**config.mk**
```make
export PLATFORM = sky130hd
export DESIGN_NAME = mvm_out_stage_flat
export DESIGN_NICKNAME = d
export VERILOG_FILES = /design/src/design/mvm_pkg.sv /design/src/design/mvm_res_if.sv /design/src/design/mvm_out_stage.sv /design/src/flat_wrapper.sv
export SDC_FILE = /design/constraint.sdc
export NUM_CORES = 1
export LEC_CHECK = 0
export ABC_AREA = 1
export BUFFER_PORTS_ARGS = -buffer_cell sky130_fd_sc_hd__buf_2
export CAP_MARGIN = 10
export CORE_MARGIN = 4
export CORE_UTILIZATION = 41
export DETAILED_ROUTE_END_ITERATION = 8
export PLACE_DENSITY = 0.85
export SLEW_MARGIN = 20
export SYNTH_ARGS = -nofsm -noshare
export SYNTH_HDL_FRONTEND = slang
export SYNTH_SLANG_ARGS = --single-unit
```
**constraint.sdc**
```tcl
create_clock -name i_clk -period 3.2 [get_ports i_clk]
set_input_delay 0.32 -clock i_clk [delete_from_list [all_inputs] [get_ports i_clk]]
set_output_delay 0.32 -clock i_clk [all_outputs]
set_load 0.02 [all_outputs]
```
**src/design/mvm_pkg.sv**
```systemverilog
// Shared types and constants for the matrix vector multiply core.
`timescale 1ns / 1ps
`default_nettype none
package mvm_pkg;

    localparam int DATA_W = 32;
    localparam int IDX_W = 4;
    localparam int KIND_W = 2;
    localparam int SIZE_W = 5;

    localparam logic [SIZE_W-1:0] SIZE_RST = 5'd16;

    localparam logic [KIND_W-1:0] KIND_MAT = 2'd0;
    localparam logic [KIND_W-1:0] KIND_VEC = 2'd1;
    localparam logic [KIND_W-1:0] KIND_MUL = 2'd2;

    typedef struct packed {
        logic valid;
        logic last;
    } t_tok;

endpackage
`default_nettype wire

```
**src/design/mvm_res_if.sv**
```systemverilog
// Output channel carrying one result element per transaction.
`timescale 1ns / 1ps
`default_nettype none
interface mvm_res_if;
    logic                               valid;
    logic                               ready;
    logic [mvm_pkg::IDX_W-1:0]          out_index;
    logic signed [mvm_pkg::DATA_W-1:0]  out_value;
    logic                               saturated;
    logic                               last;

    modport source (output valid, output out_index, output out_value, output saturated,
                    output last, input ready);
    modport sink (input valid, input out_index, input out_value, input saturated,
                  input last, output ready);
endinterface
`default_nettype wire

```
**src/design/mvm_out_stage.sv**
```systemverilog
// Fixed-point scaling, saturation and the output register of the result channel.
`timescale 1ns / 1ps
`default_nettype none
module mvm_out_stage #(
    parameter int MAX_DIM   = 16,
    parameter int FRAC_BITS = 16,
    parameter int ACC_W     = 68
) (
    input  wire logic                        i_clk,
    input  wire logic                        i_rst_n,
    input  wire mvm_pkg::t_tok               i_tok,
    input  wire logic [$clog2(MAX_DIM)-1:0]  i_row,
    input  wire logic signed [ACC_W-1:0]     i_sum,
    output logic                             o_en,
    mvm_res_if.source                        o_res
);
    localparam int DW = mvm_pkg::DATA_W;

    logic signed [ACC_W-1:0]  shifted;
    logic                     fits;
    logic                     r_valid;
    logic [mvm_pkg::IDX_W-1:0] r_index;
    logic signed [DW-1:0]     r_value;
    logic                     r_sat;
    logic                     r_last;

    assign shifted = i_sum >>> FRAC_BITS;
    assign fits    = (&shifted[ACC_W-1:DW-1]) || !(|shifted[ACC_W-1:DW-1]);
    assign o_en    = !r_valid || o_res.ready;

    always_ff @(posedge i_clk) begin
        if (!i_rst_n) begin
            r_valid <= 1'b0;
        end else if (o_en) begin
            r_valid <= i_tok.valid;
        end
    end

    always_ff @(posedge i_clk) begin
        if (o_en && i_tok.valid) begin
            r_index <= mvm_pkg::IDX_W'(i_row);
            r_sat   <= !fits;
            r_last  <= i_tok.last;
            if (fits) begin
                r_value <= shifted[DW-1:0];
            end else if (i_sum[ACC_W-1]) begin
                r_value <= {1'b1, {(DW-1){1'b0}}};
            end else begin
                r_value <= {1'b0, {(DW-1){1'b1}}};
            end
        end
    end

    assign o_res.valid     = r_valid;
    assign o_res.out_index = r_index;
    assign o_res.out_value = r_value;
    assign o_res.saturated = r_sat;
    assign o_res.last      = r_last;
endmodule
`default_nettype wire

```
**src/flat_wrapper.sv**
```systemverilog
// flat-port wrapper written by rule: the top's interface ports become plain ports
module mvm_out_stage_flat 
#(
    parameter int MAX_DIM   = 16,
    parameter int FRAC_BITS = 16,
    parameter int ACC_W     = 68
)
  (i_clk, i_rst_n, i_tok, i_row, i_sum, o_en, o_res_valid, o_res_out_index, o_res_out_value, o_res_saturated, o_res_last, o_res_ready);
  mvm_res_if o_res_i ();
  input  wire logic i_clk;
  input  wire logic i_rst_n;
  input  wire mvm_pkg::t_tok i_tok;
  input  wire logic [$clog2(MAX_DIM)-1:0] i_row;
  input  wire logic signed [ACC_W-1:0] i_sum;
  output logic o_en;
  output wire logic [$bits(o_res_i.valid)-1:0] o_res_valid;
  output wire logic [$bits(o_res_i.out_index)-1:0] o_res_out_index;
  output wire logic [$bits(o_res_i.out_value)-1:0] o_res_out_value;
  output wire logic [$bits(o_res_i.saturated)-1:0] o_res_saturated;
  output wire logic [$bits(o_res_i.last)-1:0] o_res_last;
  input wire logic [$bits(o_res_i.ready)-1:0] o_res_ready;
  assign o_res_valid = o_res_i.valid;
  assign o_res_out_index = o_res_i.out_index;
  assign o_res_out_value = o_res_i.out_value;
  assign o_res_saturated = o_res_i.saturated;
  assign o_res_last = o_res_i.last;
  assign o_res_i.ready = o_res_ready;
  mvm_out_stage #(.MAX_DIM(MAX_DIM), .FRAC_BITS(FRAC_BITS), .ACC_W(ACC_W)) u_core (.i_clk(i_clk), .i_rst_n(i_rst_n), .i_tok(i_tok), .i_row(i_row), .i_sum(i_sum), .o_en(o_en), .o_res(o_res_i));
endmodule
```
Yosys cells after proc, flatten, opt, wreduce, memory -nomap -nowiden
Index checks and enable logic that the tools add are counted.
{"block": "totals", "in_bits": 77, "output_inout_bits": 40, "wordCells": 15, "regBits": 39}
{"block": "op_classes", "muxes": 2, "n_reduce_logical": 8}
{"cell": "32-bit two-way mux", "n": 2}
{"cell": "21-bit AND reduction", "n": 1}
{"cell": "21-bit OR reduction", "n": 1}
{"cell": "1-bit zero test", "n": 3}
{"cell": "1-bit logical OR", "n": 2}
{"cell": "1-bit logical AND", "n": 1}

Depth between registers and ports, before layout
{"block": "logic_depth", "depth_word": 4, "depth_mapped": 9, "mapped_depth_nobuf": 8}

Least setup slack after synthesis
OpenSTA, ideal clock, no wires.
{"block": "synth_timing", "kind": "register to register", "start": "register u_core.r_valid, in the netlist u_core.o_res.valid", "end": "register u_core.r_last, in the netlist u_core.o_res.last (enable)", "path_buffers": 0, "path_stages_with_launch": 2, "period_less_slack_ns": 2.742, "path_slack_ns": 0.458, "arrival_time_ns": 2.296, "required_time_ns": 2.754, "setup_ns": 0.446, "cell_sequence": "dfxtp_1 -> a21oi_1"}
{"block": "synth_between", "elab_chain_len": 3}
{"item": "start, declared", "line": "mvm_out_stage.sv:21", "source": "logic r_valid;"}
{"item": "start signal, assigned", "line": "mvm_out_stage.sv:35", "source": "r_valid <= i_tok.valid;"}
{"item": "1-bit zero test", "line": "mvm_out_stage.sv:29", "source": "assign o_en = !r_valid || o_res.ready;"}
{"item": "1-bit logical OR", "line": "mvm_out_stage.sv:29"}
{"item": "1-bit logical AND", "line": "mvm_out_stage.sv:40", "source": "if (o_en && i_tok.valid) begin"}
{"item": "end signal, assigned", "line": "mvm_out_stage.sv:43", "source": "r_last <= i_tok.last;"}
{"item": "end, declared", "line": "mvm_out_stage.sv:25", "source": "logic r_last;"}
No other way between the ends.
A chain may end at the register's enable or synchronous reset.

Worst setup path after layout
{"block": "layout_timing", "start": "register u_core.r_valid, in the netlist u_core.o_res.valid", "end": "register u_core.r_value[2], in the netlist u_core.o_res.out_value[2] (enable)"}
{"block": "layout_between", "elab_chain_len": 3}
{"item": "1-bit zero test", "line": "mvm_out_stage.sv:29"}
{"item": "1-bit logical OR", "line": "mvm_out_stage.sv:29"}
{"item": "1-bit logical AND", "line": "mvm_out_stage.sv:40"}
{"item": "end signal, assigned", "line": "mvm_out_stage.sv:45", "source": "r_value <= shifted[DW-1:0];"}
{"item": "end signal, assigned", "line": "mvm_out_stage.sv:47", "source": "r_value <= {1'b1, {(DW-1){1'b0}}};"}
{"item": "end signal, assigned", "line": "mvm_out_stage.sv:49", "source": "r_value <= {1'b0, {(DW-1){1'b1}}};"}
{"item": "end, declared", "line": "mvm_out_stage.sv:23", "source": "logic signed [DW-1:0] r_value;"}
No other way between the ends.

==> impl_metrics.ini <==
[synthesis]
yosysWarnings = 0
synth_most_common_cell = nand2_1
synth_common_cells = 79 x nand2_1, 38 x edfxtp_1, 18 x nor2_1
synth_top_area_share_pct = 68.4
syn_avg_cell_area_um2 = 10.8
synthCells = 154
synth_ff_type = edfxtp_1
ys_ff_latch = 39
yosysTopAreaCell = edfxtp_1
ys_seq_area_share_pct = 69.6
synth_cell_types = 13
syn_area_um2 = 1670
ys_top_cells_by_area = edfxtp_1 68%, nand2_1 18%, nor2_1 4.1%, buf_6 4.1%, dfxtp_1 1.2%
synth-async-reset-ratio_pct = 0
synth-edff-count = 38
synth_nets = 231

[clocking]
post_cts_buffers = 0
hold_buffers = 0
cts_tree = built
clkSlewWorstSetupHoldPaths_ns = 0.07
ctsLongestPathBuffers = 2
root_buffer = clkbuf_8
clock_sinks = 39
htree_levels = 2
post_cts_resized = 0
clock_latency_ns = 0.29
cts_buffers = 5

[sta]
post-route-period-util_pct = 52.0
slew_headroom_pct = 45.5
worstMarginPinSlew_ns = 0.816
setup_viol = 0
fin_worst_skew_ns = 0.00349
rsz0062_at_grt = false
fin_tns_setup_ns = 0
drv_slew = 0
fmax_mhz = 600
hold_viol_final = 0
period_needed_ns = 1.67

[critical_path]
required_ns = 3.18
cp.arrival_ns = 1.65
cp_max_fo = 26
r2r_slack_ns = 1.53
crit_path_end_kind = flip-flop
worstSetupPathType = flip-flop to flip-flop
start_kind = flip-flop

[die]
num_rows = 22
dieArea_um2 = 5150
core_area_um2 = 3800
initial_core_util_pct = 43.9
io_pins = 117
die_h_um = 71.8
die_w_um = 71.8

[pwr]
cellLeakagePower_nw = 1.03
p_per_area_nw_per_um2 = 464
peakVddDrop_mv = 0.202

[min_path]
hp-class = primary input to flip-flop

[outcome]
outcome = finished clean

[place]
portBuffers = 100
hpwl_um = 2960
gp_congestion = 0.686

[routing]
finalWirelength_um = 3760
vias = 1387
routedWlPerCell_um = 12.4
drt-vias-per-instance = 4.56
antenna_left = 0
drc = 0
dr.first_iter.drc_count = 88
drt_pass1_iterations = 4

[global_routing]
grt_pass1_vias = 1316
grt_pass1_wl_um = 5530
grt_usage_pct = 14.3
grt_max_degree = 33
grt_overflow_total = 0
grt_antenna_before_repair = 0

[flow_run]
max-cap-violations = 0

[cells_and_area]
finish.utilization_pct = 59.5
insertedDiodeCount = 0
fill_cells = 343
area_growth_pct = 35.5
fin_nets = 332
drive_gt1_share_pct = 43.4
## per-stage QoR
stage,hold WS [ns],instance area (um2),std cells,total power [mW],setup slack [ns]
after global placement,0.498,2180,296,0.752,1.44
after floorplan,0.419,1670,154,0.688,0.458
after global routing,0.197,2260,304,1.10,1.44
after detailed placement,0.505,2180,296,0.760,1.38
final,0.215,2260,304,1.05,1.53
after CTS,0.210,2260,304,1.06,1.52
## cells in the final DEF (no fill, tap or decap)
master,netlist,final
nand2_1,79,79
edfxtp_1,38,38
buf_4,0,1
or2_0,1,1
clkinv_1,0,2
dfxtp_1,1,1
inv_1,4,4
buf_2,0,100
clkbuf_8,0,5
nand3_2,2,2
nor2_1,18,18
a21oi_4,0,1
clkinvlp_4,0,1
a21boi_0,1,1
nand4_1,1,1
nand2_4,1,1
## sequential cells by signal, indices dropped and copies added (netlist names)
signal and flops:
u_core.o_res.last 1, u_core.o_res.out_index 4, u_core.o_res.out_value 32, u_core.o_res.saturated 1, u_core.o_res.valid 1
## layer usage
metal | track usage, % | share of wire (%) | vias to the layer above
met1 | 14.2 | 35 | 611
met5 | 0 | 0 | -
li1 | - | - | 697
met4 | 6.89 | 1.8 | 0
met3 | 4.49 | 11 | 7
met2 | 26.5 | 52 | 72
## worst paths after layout
path                            from  cells past startpoint                        end
setup reg to reg  u_core.o_res.valid                      2  u_core.o_res.out_value[2]
hold / removal              i_row[0]                      1  u_core.o_res.out_index[0]
setup / recovery  u_core.o_res.valid                      2  u_core.o_res.out_value[2]
hold reg to reg   u_core.o_res.valid                      2         u_core.o_res.valid
## worst max-delay path: stages (launching register included)
cell,delay (ns)
dfxtp_1,0.34
a21oi_4,0.67
buf_4,0.35
## power by group
part           internal [mW]  total, mW  switching [mW]
registers              0.595      0.603         0.00804
logic                 0.0549      0.142          0.0875
clock network          0.148      0.303           0.155
## cells by family (layout without fill, tap and decap cells)
kind of cell / count (synthesis) / count (layout) / synth area share, %
flops: 39 / 39 / 69.6
compound gates: 2 / 2 / 0.750
buf+inv: 11 / 113 / 5.18
simple gates: 102 / 102 / 24.5
## final cells by class
cell class / count / area, um2 / share of cell area (%)
flip-flops and latches: 39 / 1160 / 51.4
repair buffers: 101 / 508 / 22.5
multi-input cells: 104 / 432 / 19.1
clock buffers: 5 / 68.8 / 3.05
well taps: 48 / 60.1 / 2.66
clock inverters: 3 / 15.0 / 0.664
inverters: 4 / 15.0 / 0.664
Note: power is estimated with default switching activity, not from simulation.
