## src/design/mvm_pkg.sv

```systemverilog
// Shared types and constants for the matrix vector multiply core.
`timescale 1ns / 1ps
`default_nettype none
package mvm_pkg;

    localparam int DATA_W = 32;
    localparam int IDX_W = 4;
    localparam int KIND_W = 2;
    localparam int SIZE_W = 5;

    localparam logic [SIZE_W-1:0] SIZE_RST = 5'd16;

    localparam logic [KIND_W-1:0] KIND_MAT = 2'd0;
    localparam logic [KIND_W-1:0] KIND_VEC = 2'd1;
    localparam logic [KIND_W-1:0] KIND_MUL = 2'd2;

    typedef struct packed {
        logic valid;
        logic last;
    } t_tok;

endpackage
`default_nettype wire

```

## src/design/mvm_cell.sv

```systemverilog
// One chain cell: a matrix column, a vector element and a multiply-accumulate stage.
`timescale 1ns / 1ps
`default_nettype none
module mvm_cell #(
    parameter int MAX_DIM  = 16,
    parameter int CELL_IDX = 0,
    parameter int ACC_W    = 68
) (
    input  wire logic                                  i_clk,
    input  wire logic                                  i_rst_n,
    input  wire logic                                  i_en,
    input  wire logic [$clog2(MAX_DIM+1)-1:0]          i_dim,
    input  wire mvm_pkg::t_tok                         i_tok,
    input  wire logic [$clog2(MAX_DIM)-1:0]            i_row,
    input  wire logic signed [ACC_W-1:0]               i_sum,
    input  wire logic                                  i_mem_we,
    input  wire logic [$clog2(MAX_DIM)-1:0]            i_mem_addr,
    input  wire logic signed [mvm_pkg::DATA_W-1:0]     i_mem_data,
    input  wire logic                                  i_vec_we,
    input  wire logic signed [mvm_pkg::DATA_W-1:0]     i_vec_data,
    output logic                                       o_tok_valid,
    output mvm_pkg::t_tok                              o_tok,
    output logic [$clog2(MAX_DIM)-1:0]                 o_row,
    output logic signed [ACC_W-1:0]                    o_sum
);
    localparam int AW = $clog2(MAX_DIM);
    localparam int PW = 2 * mvm_pkg::DATA_W;

    logic signed [mvm_pkg::DATA_W-1:0] r_mem [MAX_DIM];
    logic signed [mvm_pkg::DATA_W-1:0] r_rd;
    logic signed [mvm_pkg::DATA_W-1:0] r_vec;
    logic signed [PW-1:0]              r_prod;

    mvm_pkg::t_tok           r_a_tok, r_b_tok, r_c_tok;
    logic [AW-1:0]           r_a_row, r_b_row, r_c_row;
    logic signed [ACC_W-1:0] r_a_sum, r_b_sum, r_c_sum;
    logic                    active;

    assign active = (CELL_IDX < int'(i_dim));

    always_ff @(posedge i_clk) begin
        if (i_mem_we) begin
            r_mem[i_mem_addr] <= i_mem_data;
        end
        if (i_en) begin
            r_rd <= r_mem[i_row];
        end
    end

    always_ff @(posedge i_clk) begin
        if (!i_rst_n) begin
            r_vec <= '0;
        end else if (i_vec_we) begin
            r_vec <= i_vec_data;
        end
    end

    always_ff @(posedge i_clk) begin
        if (!i_rst_n) begin
            r_a_tok <= '0;
            r_b_tok <= '0;
            r_c_tok <= '0;
        end else if (i_en) begin
            r_a_tok <= i_tok;
            r_b_tok <= r_a_tok;
            r_c_tok <= r_b_tok;
        end
    end

    always_ff @(posedge i_clk) begin
        if (i_en) begin
            r_a_row <= i_row;
            r_a_sum <= i_sum;
            r_b_row <= r_a_row;
            r_b_sum <= r_a_sum;
            if (active) begin
                r_prod <= r_rd * r_vec;
            end else begin
                r_prod <= '0;
            end
            r_c_row <= r_b_row;
            r_c_sum <= r_b_sum + ACC_W'(r_prod);
        end
    end

    assign o_tok       = r_c_tok;
    assign o_tok_valid = r_c_tok.valid;
    assign o_row       = r_c_row;
    assign o_sum       = r_c_sum;
endmodule
`default_nettype wire

```

## config.mk

```make
export PLATFORM = sky130hd
export DESIGN_NAME = mvm_cell
export DESIGN_NICKNAME = d
export VERILOG_FILES = /design/src/design/mvm_pkg.sv /design/src/design/mvm_cell.sv
export SDC_FILE = /design/constraint.sdc
export NUM_CORES = 2
export LEC_CHECK = 0
export ABC_AREA = 1
export ABC_CLOCK_PERIOD_IN_PS = 8630
export BUFFER_PORTS_ARGS = -buffer_cell sky130_fd_sc_hd__clkbuf_2
export CORE_UTILIZATION = 30
export CTS_CLUSTER_DIAMETER = 80
export DETAILED_ROUTE_END_ITERATION = 12
export HOLD_SLACK_MARGIN = 0.12
export SYNTH_ARGS = -nofsm -noshare
export SYNTH_HDL_FRONTEND = slang
export SYNTH_SLANG_ARGS = --single-unit
```

## constraint.sdc

```tcl
create_clock -name i_clk -period 8.63 [get_ports i_clk]
set_input_delay 0.4315 -clock i_clk [delete_from_list [all_inputs] [get_ports i_clk]]
set_output_delay 0.4315 -clock i_clk [all_outputs]
set_load 0.03 [all_outputs]
```

* Word level (Yosys, flattened, before mapping)
Memory sizes are Yosys's and may differ from the RTL's. A register that Yosys moved wholly into a read port is not among the register bits.
Index checks and enable logic that the tools add are counted.
** Cells by class
- Div/mod/pow operators :: 0
- Add/sub/neg operators :: 1
- Multipliers :: 1
- Multiplexer cells :: 2
- Equality and inequality tests :: 0
- $lt $le $gt $ge :: 1
- Bitwise operators :: 0
- Reduce and logical (&&, ||, !) cells :: 0
- Shift-type cells :: 0
** Operators with widths (number)
- 68-bit by 64-bit adder with 68-bit output :: 1
- 32-bit by 32-bit multiplier with 64-bit output :: 1
- 1-bit by 5-bit < comparator with 1-bit output, first input constant :: 1
- 1-bit two-way mux :: 2
** Storage, ports and cells
- Input bits :: 152
- Flip-flop bits (word level) :: 318
- Word-level logic and storage cells :: 20
- RAM bits :: 512
- Bits in read-only memories :: 0
- Memories kept :: 1
- Latch bits :: 0
** Memories
- r_mem :: words 16, width 32, read ports 1, clocked after memory_dff 1, wr ports 1, RTL line mvm_cell.sv:29 : logic signed [mvm_pkg::DATA_W-1:0] r_mem [MAX_DIM];

* Longest topological paths before layout
- Depth in word-level cells :: 2
- Depth in mapped cells :: 32

* Worst setup path before layout
Ideal clock, no wire load.
- Kind :: register -> register
- Start :: register r_rd[31] in the netlist's numbering (read register of r_mem)
- End :: register r_prod[60], data pin
- Required time :: 8379 ps
- Arrival time :: 7041 ps
- Path buffers :: 1
- Cell stages (with the launch flop) :: 27
- Library setup time :: 251 ps
- Slack :: 1338 ps
- Cells stage by stage :: edfxtp_1 clkbuf_1 nand2_1 inv_1 fa_1 fa_1 fa_1 fa_1 inv_1 fa_1 inv_1 fa_1 inv_1 fa_1 fa_1 inv_1 ha_1 nand2_1 nor2_1 inv_1 nor2_1 nand2_1 nor3_1 nand2_1 nand3_1 and2_1 nor2_1
** On the way
- Cells in the longest elaborated chain, start to end :: 1
** Ends and longest elaborated chain
- start, declared :: RTL line mvm_cell.sv:30 : logic signed [mvm_pkg::DATA_W-1:0] r_rd;
- 32-bit by 32-bit multiplier with 64-bit output :: RTL line mvm_cell.sv:77 : r_prod <= r_rd * r_vec;
- end signal, assigned :: RTL line mvm_cell.sv:77
- end, declared :: RTL line mvm_cell.sv:32 : logic signed [PW-1:0] r_prod;
Every way passes these cells.
A chain may end at the register's enable or synchronous reset.

* Worst setup path after layout
- Start :: register r_vec[26] in the netlist's numbering
- End :: register r_prod[48], data pin
** On the way
- Cells in the longest elaborated chain, start to end :: 1
** Ends and longest elaborated chain
- start, declared :: RTL line mvm_cell.sv:31 : logic signed [mvm_pkg::DATA_W-1:0] r_vec;
- start signal, assigned :: RTL line mvm_cell.sv:54 : r_vec <= i_vec_data;
- 32-bit by 32-bit multiplier with 64-bit output :: RTL line mvm_cell.sv:77
Every way passes these cells.

==> results by group <==
Run status
  – Outcome: completed

Critical path
  – Worst EP arrival: 8460 ps
  – Crit path to: r_prod[48]$_SDFFCE_PP0P_
  – Beginning of the critical path: r_vec[26]$_SDFFE_PN0P_
  – Worst setup SP type: flip-flop
  – Critical path required time: 9090 ps
  – WS Path Type: reg -> reg
  – Worst R2R Path Depth: 25
  – R2R Path End: r_prod[48]$_SDFFCE_PP0P_
  – Worst setup EP type: flip-flop
  – Reg2reg start: r_vec[26]$_SDFFE_PN0P_
  – Crit Path Max Fanout: 21
  – FF-to-FF setup slack: 640 ps

CTS
  – CTS clk-pin slew, worst paths: 60 ps
  – TritonCTS clock tree: built
  – Clock Latency Late Sink: 760 ps
  – Clock Path Buffers: 3
  – Root Buffer: clkbuf_16
  – H-tree levels: 3
  – CTS resizes: 0
  – CTS sink count: 862
  – Num CTS Buffers: 94

Synthesis
  – Synth area leaders: edfxtp_1 33%, fa_1 29%, inv_1 10%, nand2_1 9.6%, ha_1 4.1%
  – Yosys warns: 0
  – Register area share after synthesis: 0.336
  – Post-Syn Area: 75800 um2
  – Area leader, netlist: edfxtp_1
  – Synthesized net count: 9625
  – Synthesis-stage register bit count: 862
  – Post-synth cell types: 42
  – Top cell type's share of synthesized area: 0.326
  – Syn Inst Count: 8139
  – Avg Synthesized Cell Area: 9.31 um2

Timing
  – Max-slew violations: 0
  – Fin crit period: 7990 ps
  – Setup TNS Final: 0 ps
  – Worst slew pin tran: 1140 ps
  – Fin. Hold Viols: 0
  – RSZ-0062 raised after global routing: no
  – Fmax: 125 MHz
  – Max_slew headroom: 0.239
  – # setup viols final: 0
  – Period utilization: 0.926
  – Worst Clk Skew: 69.7 ps

Floorplan
  – Die Ht: 505 um
  – # rows: 184
  – Die X: 505 um
  – Die ar.: 255000 um2
  – Initial Utilization: 0.302
  – Core area: 251000 um2
  – Boundary Pins: 227

Routing
  – DR pass1 iterations: 6
  – ANT nets after route: 0
  – DRC: 0
  – DR vias/cell: 4.63
  – WL final: 220000 um
  – Vias: 54700
  – Routed len/inst: 18.6 um
  – Iteration-0 DRC Markers: 4058

Placement
  – Port bufs: 226
  – Hpwl dp: 170000 um
  – Global placement routability congestion: 0.947

Layout
  – Share of cells above drive strength 1: 0.0682
  – NumNets Final: 9880
  – # fillers: 25300
  – Reg area: 25500 um2
  – Multi-input logic area: 41400 um2
  – Area delta synth->final: 12.7%

Global routing
  – Pin count of the biggest net entering global routing: 207
  – Remaining global-route overflow: 0
  – Global Route Usage Sum: 0.174
  – Initial antenna violation count: 6
  – Vias in the first global route: 57600
  – Wire length of the first global-routing pass: 341000 um

Min path
  – Worst hold path type: in -> reg

Flow run
  – MaxCap Viol Count: 0
metal layers:
metal,up-vias,global-route usage,share of wire
met5,-,0,0.00017
met4,8,0.0593,0.035
met3,351,0.0251,0.057
met2,1752,0.294,0.48
met1,27400,0.226,0.43
li1,25100,-,-
logic make-up after synthesis:
family	share of synthesized area
xor gates and xnor gates	0.00439
and+or+nand+nor	0.139
adders and majority gates	0.327
DFF	0.336
muxes	0.0169
buffers and inverters	0.119
AOI/OAI and AO/OA	0.0568
synth_stat cells, drive strengths merged:
| library cell | count |
|---|---|
| clkinv | 1 |
| nand2 | 1957 |
| a21o | 3 |
| nor4 | 9 |
| and2 | 5 |
| mux2i | 128 |
| inv | 2020 |
| nand4 | 23 |
| or2 | 8 |
| o21a | 18 |
| o21bai | 20 |
| o21ai | 280 |
| xor2 | 32 |
| nor2 | 438 |
| nand3 | 178 |
| a21boi | 1 |
| nor3 | 26 |
| dfxtp | 38 |
| clkbuf | 282 |
| fa | 1083 |
| xnor2 | 6 |
| buf | 50 |
| edfxtp | 824 |
| ha | 251 |
| nand3b | 8 |
| o211ai | 128 |
| a21oi | 322 |
placed cells by master (no fill, tap or decap), types with 13 or more instances in the layout:
cell type,count
nand3_2,13
clkinv_1,19
mux2i_1,128
edfxtp_1,824
nor2_1,403
clkbuf_1,23
buf_4,130
o21bai_1,19
nor2_4,17
a21oi_1,319
nand4_1,23
nand3_1,165
o21a_1,18
o211ai_1,128
nand2_1,1943
nor3_1,17
dfxtp_1,37
o21ai_0,274
nor2_2,18
ha_1,251
xor2_1,32
clkbuf_2,222
nand2_2,14
inv_1,2017
fa_1,1083
dlygate4sd3_1,131
clkbuf_16,94
worst min path at each step:
stage	depth (start not counted)	to	start
2_1_floorplan	0	o_row[0]$_DFFE_PP_	r_b_row[0]$_DFFE_PP_
3_3_place_gp	0	r_b_sum[41]$_DFFE_PP_	r_a_sum[41]$_DFFE_PP_
3_5_place_dp	0	r_b_sum[51]$_DFFE_PP_	r_a_sum[51]$_DFFE_PP_
4_1_cts	1	r_a_row[1]$_DFFE_PP_	i_row[1]
5_1_grt	3	r_vec[6]$_SDFFE_PN0P_	i_vec_data[6]
6_report	3	r_vec[6]$_SDFFE_PN0P_	i_vec_data[6]
final cells by class:
class / count / share of cell area
Clock inverter: 54 / 0.00828
Antenna cell: 2 / 0.0000586
Timing Repair Buffer: 491 / 0.0416
Sequential cell: 862 / 0.299
Multi-Input combinational cell: 4924 / 0.485
Inverter: 2021 / 0.0888
Clock buffer: 117 / 0.0286
Tap cell: 3348 / 0.0491
sequential cells by signal, indices dropped and copies added, names as in the netlist:
name / cells
r_prod: 64
r_b_row: 4
r_a_row: 4
r_a_sum: 68
o_tok_valid: 1
o_row: 4
r_mem: 512
r_b_tok: 2
o_sum: 68
r_a_tok: 2
o_tok: 1
r_rd: 32
r_b_sum: 68
r_vec: 32
per-stage QoR:
stage               worst slack, ps  cell area, um2  utilization  hold slack, ps  cells
finish                          639           85400        0.340             192  11800
global route                    304           85400        0.340             125  11800
CTS                             659           85400        0.340             124  11800
detailed placement              693           80900        0.322             405  11500
global placement                703           80900        0.322             406  11500
floorplan                      1340           75800            -             400   8139
critical path, cell delays in order, from the launching register on:
cell and delay (ps):
dfxtp_1 1070, buf_4 370, nand2_1 100, fa_1 530, inv_1 50, fa_1 550
fa_1 460, fa_1 560, fa_1 440, fa_1 460, fa_1 490, inv_1 50
fa_1 490, inv_1 40, ha_1 470, nand2_1 180, inv_1 80, nand2_1 140
nor2_1 320, nand2_1 140, nor3_1 160, o21ai_1 120, nand3_1 180, nand2_1 80
nand2_1 60, nor2_1 80
timing repair:
action	4_1_cts	5_1_grt
hold buffers	131	0
hold endpoints to repair	611	0
setup buffers	0	0
setup endpoints to repair	0	0
Power is not shown: default switching activity piles up to over one toggle a cycle in this logic, so the estimate is an artifact.
